==> config.mk <==
export PLATFORM = sky130hd
export DESIGN_NAME = tit_stats
export DESIGN_NICKNAME = d
export VERILOG_FILES = /design/src/rtl/tit_pkg.sv /design/src/rtl/tit_stats.sv
export SDC_FILE = /design/constraint.sdc
export NUM_CORES = 1
export LEC_CHECK = 0
export ABC_AREA = 1
export BUFFER_PORTS_ARGS = -buffer_cell sky130_fd_sc_hd__buf_2
export CAP_MARGIN = 0
export CORE_UTILIZATION = 59
export CTS_CLUSTER_SIZE = 28
export DETAILED_ROUTE_END_ITERATION = 10
export PLACE_DENSITY_LB_ADDON = 0.25
export SLEW_MARGIN = 5
export SYNTH_ARGS = -nofsm -noshare
export SYNTH_HDL_FRONTEND = slang
export SYNTH_SLANG_ARGS = --single-unit
==> constraint.sdc <==
create_clock -name clk -period 5.6 [get_ports clk]
set_input_delay 0.28 -clock clk [delete_from_list [all_inputs] [get_ports clk]]
set_output_delay 0.28 -clock clk [all_outputs]
set_load 0.02 [all_outputs]
==> src/rtl/tit_pkg.sv <==
`default_nettype none

package tit_pkg;

    localparam int CALLER_ENTRIES = 8;
    localparam int SOURCE_COUNT   = 2;

    localparam int ENT_W = (CALLER_ENTRIES > 1) ? $clog2(CALLER_ENTRIES) : 1;
    localparam int SRC_W = (SOURCE_COUNT > 1) ? $clog2(SOURCE_COUNT) : 1;

    localparam int CFG_IDX_W = 8;
    localparam logic [CFG_IDX_W-1:0] CFG_ENABLE   = CFG_IDX_W'(0);
    localparam logic [CFG_IDX_W-1:0] CFG_INTERVAL = CFG_IDX_W'(1);

    localparam logic [31:0] DEFAULT_INTERVAL = 32'd5000;

    localparam logic REC_STATS = 1'b0;
    localparam logic REC_ENTRY = 1'b1;

    typedef enum logic [3:0] {
        ST_IDLE,
        ST_DELTA,
        ST_ACCUM,
        ST_SCAN,
        ST_COMMIT,
        ST_FCHK,
        ST_STAT,
        ST_ENTRY,
        ST_LAST
    } tit_state_t;

    typedef struct packed {
        logic clear_all;
        logic clear_src;
        logic delta_en;
        logic accum_en;
    } tit_stats_ctl_t;

    typedef struct packed {
        logic clear_all;
        logic clear_src;
        logic scan_en;
        logic scan_first;
        logic commit;
    } tit_tbl_ctl_t;

    typedef struct packed {
        logic        record_type;
        logic        report_source;
        logic [31:0] delta_count;
        logic [63:0] delta_total;
        logic [31:0] delta_min;
        logic [31:0] delta_max;
        logic [63:0] entry_address;
        logic [31:0] entry_calls;
    } tit_report_t;

endpackage

`default_nettype wire

==> src/rtl/tit_stats.sv <==
`default_nettype none

module tit_stats
    import tit_pkg::*;
(
    input  wire logic           clk,
    input  wire logic           rst_n,
    input  wire tit_stats_ctl_t ctl,
    input  wire logic [SRC_W-1:0] src,
    input  wire logic [63:0]    now,
    output logic [31:0]         tally,
    output logic [63:0]         total,
    output logic [31:0]         dmin,
    output logic [31:0]         dmax
);

    logic [63:0] stamp_reg    [SOURCE_COUNT];
    logic        stamp_ok_reg [SOURCE_COUNT];
    logic [31:0] tally_reg    [SOURCE_COUNT];
    logic [63:0] sum_reg      [SOURCE_COUNT];
    logic [31:0] min_reg      [SOURCE_COUNT];
    logic [31:0] max_reg      [SOURCE_COUNT];

    logic [31:0] delta_reg;
    logic        delta_ok_reg;

    logic [64:0] diff;
    logic [64:0] sum_ext;

    assign diff    = {1'b0, now} - {1'b0, stamp_reg[src]};
    assign sum_ext = {1'b0, sum_reg[src]} + {33'b0, delta_reg};

    assign tally = tally_reg[src];
    assign total = sum_reg[src];
    assign dmin  = min_reg[src];
    assign dmax  = max_reg[src];

    always_ff @(posedge clk or negedge rst_n)
    begin
        if (!rst_n)
        begin
            delta_reg    <= '0;
            delta_ok_reg <= 1'b0;
            for (int i = 0; i < SOURCE_COUNT; i++)
            begin
                stamp_reg[i]    <= '0;
                stamp_ok_reg[i] <= 1'b0;
                tally_reg[i]    <= '0;
                sum_reg[i]      <= '0;
                min_reg[i]      <= '0;
                max_reg[i]      <= '0;
            end
        end
        else if (ctl.clear_all)
        begin
            delta_ok_reg <= 1'b0;
            for (int i = 0; i < SOURCE_COUNT; i++)
            begin
                stamp_reg[i]    <= '0;
                stamp_ok_reg[i] <= 1'b0;
                tally_reg[i]    <= '0;
                sum_reg[i]      <= '0;
                min_reg[i]      <= '0;
                max_reg[i]      <= '0;
            end
        end
        else
        begin
            if (ctl.delta_en)
            begin
                delta_reg    <= diff[31:0];
                delta_ok_reg <= stamp_ok_reg[src] && !diff[64];
            end
            if (ctl.accum_en)
            begin
                stamp_reg[src]    <= now;
                stamp_ok_reg[src] <= 1'b1;
                if (delta_ok_reg)
                begin
                    sum_reg[src] <= sum_ext[64] ? '1 : sum_ext[63:0];
                    if (tally_reg[src] != '1)
                        tally_reg[src] <= tally_reg[src] + 32'd1;
                    if (tally_reg[src] == '0 || delta_reg < min_reg[src])
                        min_reg[src] <= delta_reg;
                    if (delta_reg > max_reg[src])
                        max_reg[src] <= delta_reg;
                end
                delta_ok_reg <= 1'b0;
            end
            if (ctl.clear_src)
            begin
                tally_reg[src] <= '0;
                sum_reg[src]   <= '0;
                min_reg[src]   <= '0;
                max_reg[src]   <= '0;
            end
        end
    end

endmodule

`default_nettype wire

* Yosys cells after proc, flatten, opt, wreduce, memory -nomap -nowiden
Index checks and enable logic that the tools add are counted.
Word-level totals: bits in registers 483, input bits 71, logic and storage cells 99
Operators by class: add/sub/neg operators 3, order comparisons 4, equal/unequal tests 1, mux-type cells 60, bitwise gates (word level) 9, reductions and logical operators 8
Operators with widths (number):
- $mux W64 | 26
- $mux W128 | 7
- $mux W32 | 10
- $bwmux W128 | 2
- $and A64 B64 Y64 | 3
- $bwmux W64 | 3
- $and A128 B128 Y128 | 1
- $not A128 Y128 | 1
- $add A64 B32 Y65 | 1
- $sub A64 B64 Y65 | 1
- $demux W64 S1 | 1
- $not A64 Y64 | 1
- $add A32 B1 Y32 const B | 1
- $demux W32 S1 | 1
- $gt A32 B32 Y1 | 1
- $logic_not A32 Y1 | 1
- $lt A32 B32 Y1 | 1
- $ne A32 B32 Y1 const B | 1
- $mux W1 | 7
- $mux W2 | 2
- $reduce_bool A3 Y1 | 1
- $ge A2 B2 Y1 const B | 1
- $logic_and A1 B1 Y1 | 2
- $lt A2 B1 Y1 const B | 1
- other kinds (8) | 8

* Depth between registers and ports, before layout
word-level depth 13, gate-level depth with buffers 26, gate-level depth less buffers 19

* Worst setup path after synthesis
OpenSTA, ideal clock, no wires.
path type input-to-reg, start in src, end reg sum_reg[14] (netlist name), setup time 0.118 ns, data arrival time 3.891 ns, required time 5.482 ns, setup slack 1.591 ns, stages on the path 26, path buffers 10, path through buf_6 > buf_6 > buf_6 > buf_6 > buf_2 > buf_2 > clkbuf_1 > clkbuf_1 > nand2_1 > o21ai_0 > ha_1 > fa_1 > nand3_1 > nand3_1 > nand3_1 > nand2_1 > nand2_1 > nand2_1 > nand2_1 > nand2_1 > nand3_2 > buf_6 > buf_2 > nand2_1 > o21bai_1 > inv_1
Between the ends: longest elaborated chain between the ends 13, elaborated cells between the ends (all ways) 19, those cells by class add/sub (1); order compare (2); mux (12); bitwise (3); reduce/logical (1)
Ends and longest elaborated chain:
- start, declared | line tit_stats.sv:9 | input wire logic [SRC_W-1:0] src,
- $not A1 Y2 *
- $mux W64 * (3 in a row)
- via total[0] | line tit_stats.sv:12 | output logic [63:0] total,
- $add A64 B32 Y65 * | line tit_stats.sv:31 | assign sum_ext = {1'b0, sum_reg[src]} + {33'b0, delta_reg};
- $mux W64 * | line tit_stats.sv:80 | sum_reg[src] <= sum_ext[64] ? '1 : sum_ext[63:0];
- $bwmux W128 * | line tit_stats.sv:80
- $mux W128 * | line tit_stats.sv:78 | if (delta_ok_reg)
- $mux W128 * | line tit_stats.sv:74 | if (ctl.accum_en)
- $mux W128 * | line tit_stats.sv:54 | else if (ctl.clear_all)
- $and A128 B128 Y128 (no line)
- $mux W128 * | line tit_stats.sv:90 | if (ctl.clear_src)
- $mux W128 * | line tit_stats.sv:54
- end signal, assigned by index | line tit_stats.sv:80
- end, declared | line tit_stats.sv:20 | logic [63:0] sum_reg [SOURCE_COUNT];
The timed path passes the listed nets; every way through them passes the cells marked *. The select of a mux whose other input is x is not followed. A chain may end at the register's enable or synchronous reset.

* Worst setup path in the final report
start reg sum_reg[64] (netlist name), end reg sum_reg[56] (netlist name)
Between the ends: longest elaborated chain between the ends 12
Ends and longest elaborated chain (line):
- $mux W64 (implied by the code) * (3 in a row) | tit_stats.sv:31
- $add A64 B32 Y65 * | tit_stats.sv:31
- $mux W64 * | tit_stats.sv:80
- $bwmux W128 * | tit_stats.sv:80
- $mux W128 * | tit_stats.sv:78
- $mux W128 * | tit_stats.sv:74
- $mux W128 * | tit_stats.sv:54
- $and A128 B128 Y128 (no line)
- $mux W128 * | tit_stats.sv:90
- $mux W128 * | tit_stats.sv:54
Every way passes the cells marked *; elsewhere a longest branch is shown, timed or not. The select of a mux whose other input is x is not followed.

==> load_flow_metrics.sql <==
INSERT INTO impl_metrics (metric_group, metric, value, unit) VALUES
('die', 'die-area', '0.05650', 'mm²'),
('power_and_ir_drop', 'total_leakage_power', '19.23', 'nW'),
('cts', 'cts_post_setup_buffers_inserted', '0', ''),
('sta', 'worst-slew-pin-transition', '1144', 'ps'),
('yosys', 'main_combinational_cell_family_by_area_after_synthesis', 'simple AND/OR/NAND/NOR gates', ''),
('cts', 'clock_latency', '630', 'ps'),
('finish', 'post-route-util', '0.6713', ''),
('detailed_routing', 'drt_iter0_drc', '3382', ''),
('detailed_routing', 'detail_route.wirelength', '105500', 'µm'),
('yosys', 'ys_ff_latch', '483', ''),
('critical_path', 'worst-endpoint-arrival', '4550', 'ps'),
('critical_path', 'startpoint_type', 'register', ''),
('yosys', 'syn_nets', '4949', ''),
('detailed_routing', 'drt.antenna.violating_nets', '0', ''),
('global_routing', 'antenna_found_initial', '2', ''),
('finish', 'finish.net_count', '5117', ''),
('die', 'floorplan.rows', '86', ''),
('cts', 'clock_path_buffers', '3', ''),
('sta', 'finalCritPeriodShare', '0.7186', ''),
('cts', 'cts-hold-fix-buffers', '66', ''),
('die', 'chipHeight', '237.7', 'µm'),
('finish', 'fillerInstances', '4798', ''),
('power_and_ir_drop', 'internal_power', '6.673', 'mW'),
('detailed_routing', 'route.detailed.drc', '0', ''),
('detailed_routing', 'vias', '32340', ''),
('sta', 'slew_viol_final', '0', ''),
('die', 'floorplan.core_area', '0.05499', 'mm²'),
('cts', 'ctsRootBufferMaster', 'clkbuf_16', ''),
('power_and_ir_drop', 'proportion_of_power_drawn_by_the_clock_network', '0.393', ''),
('power_and_ir_drop', 'power.ir.vdd_worst', '0.2992', 'mV'),
('cts', 'clk_pin_slew', '60', 'ps'),
('run_status', 'run_status', 'complete, no violations', ''),
('critical_path', 'crit_top_cell', 'nand2_1', ''),
('sta', 'maxSlewHeadroom', '0.2374', ''),
('critical_path', 'timing.critical_path.fanout_max', '30', ''),
('yosys', 'yosys-mux-area-fraction', '0.01374', ''),
('sta', 'hold_viol_final', '0', ''),
('power_and_ir_drop', 'switching_part_of_the_total', '0.3263', ''),
('critical_path', 'cells_along_the_critical_path', 'inv_1, o21ai_0, ha_1, fa_1, nand3_1, nand3_1, nand3_1, nand2_1, nand2_1, nand2_1, nand2_1, nand2_1, nand3_2, buf_12, nand3_1, nand2_1, a21oi_1', ''),
('yosys', 'synth_flop_cell', 'dfrtp_1', ''),
('flow_run', 'cap_viol_max_count', '0', ''),
('yosys', 'synth_seq_area_share', '0.3688', ''),
('yosys', 'synth_most_common_cell', 'nand2_1', ''),
('place', 'dpl.hpwl', '71180', 'µm'),
('sta', 'post-route-min-period', '4024', 'ps'),
('yosys', 'synth_fa_ha_area_frac', '0.06269', ''),
('cts', 'cts_tree', 'done', ''),
('global_routing', 'grt_start_max_net_pins', '188', ''),
('sta', 'setup-violations-final', '0', ''),
('finish', 'relative_area_change_from_synthesis_to_final_layout', '12.62', '%'),
('yosys', 'synth_edf_count', '0', ''),
('sta', 'final.setup.tns', '0', 'ps'),
('sta', 'max_freq', '248.5', 'MHz'),
('place', 'gp_congestion', '1.013', ''),
('critical_path', 'cp_data_required_time', '6120', 'ps'),
('cts', 'cts.repair.resized', '0', ''),
('power_and_ir_drop', 'comb_power_share', '0.209', ''),
('place', 'detailedPlace.worstSlack', '1134', 'ps'),
('yosys', 'syn_area_per_cell', '6.951', 'µm²'),
('yosys', 'synth_common_cells', '1,035 x nand2_1, 710 x inv_1, 581 x o21ai_0', ''),
('yosys', 'synth_async_reset_ratio', '1.000', ''),
('die', 'initial_utilization', '0.5960', ''),
('yosys', 'netlist_area', '0.03277', 'mm²'),
('yosys', 'yosys.area.top_type_share', '0.3688', ''),
('finish', 'drive_gt1_frac', '0.09683', ''),
('place', 'port_buffers', '230', ''),
('critical_path', 'setup.worst_path.class', 'reg2reg', ''),
('power_and_ir_drop', 'pwr_density_cell', '268.3', 'mW/mm²'),
('power_and_ir_drop', 'seqPwrFrac', '0.398', ''),
('detailed_routing', 'post_drt_wl_per_cell', '18.59', 'µm'),
('global_routing', 'total_track_usage', '0.3720', '');
-- worst max-delay path: cells and delay by family (launching register included) --
family / cells / cell delay [ps]
and+or+nand+nor: 11 / 1740
AOI/OAI and AO/OA: 2 / 790
adders and majority gates: 2 / 560
buffers and inverters: 2 / 420
DFF: 1 / 360
-- kinds of logic after synthesis --
kind of cell    Yosys count
xor+xnor                 57
flops                   483
compound gates         1125
mux                      45
fa+ha+maj               163
simple gates           1891
buf+inv                 951
-- power groups by stage --
stage	combinational (mW)	sequential [mW]	clock, mW
after floorplan	1.36	3.82	0
after detailed placement	1.98	3.99	0
after CTS	2.03	3.92	3.92
final	2.07	3.94	3.89
after global routing	2.31	3.94	4.06
after global placement	1.96	3.98	0
-- stage by stage --
step,power (mW),std cells,area [µm²]
after CTS,9.879,5674,36910
after floorplan,5.177,4715,32770
after detailed placement,5.967,5509,34300
after global routing,10.32,5675,36910
after global placement,5.937,5509,34300
final,9.905,5675,36910
-- area by class of cell --
type                       count  area (µm²)  share of cell area
antenna                        1       2.502          0.00006780
sequential                   483       12090              0.3275
multi-input combinational   3281       17000              0.4606
clock inverter                24       387.9             0.01051
inverter                     729        2740             0.07424
timing repair buffer         334        2195             0.05946
tap                          748       935.9             0.02536
clock buffer                  75        1562             0.04231
-- cell usage in the layout (no fill, tap or decap), drive strengths merged, types with 2 or more instances in the layout --
master	count
xnor2	19
inv	722
dlygate4sd3	66
a21boi	2
a211oi	13
nand3	275
o21a	11
o221ai	4
nor2	458
or2	15
bufinv	9
o211ai	4
o21bai	64
a21o	7
nand3b	3
buf	268
clkinv	21
a31oi	12
mux2i	45
nand4	35
o21ai	640
xor2	38
a21oi	361
ha	161
fa	2
nor3	35
nor4	12
and2	3
a221oi	2
nand2	1051
and3	3
dfrtp	483
clkbuf	75
-- routing by layer --
layer  share of wire  wire (µm)  GRT usage
met1            0.41      43700     0.5064
met2            0.46      48780     0.5922
met3           0.082       8671    0.05609
met4           0.041       4334     0.1564
met5         0.00014         15          0
-- path summary, 6_finish.rpt --
check                      slack [ps]       startpoint  cells past startpoint              end
max in group asynchronous        4140            rst_n                      3      min_reg[63]
max reg2reg                      1580      sum_reg[64]                     17      sum_reg[56]
max                              1580      sum_reg[64]                     17      sum_reg[56]
min reg2reg                       490  stamp_ok_reg[1]                      2  stamp_ok_reg[1]
min in group asynchronous         220            rst_n                      2     sum_reg[119]
min                                40           now[1]                      3     stamp_reg[1]
No activity file was read; power rests on OpenSTA's default activity.
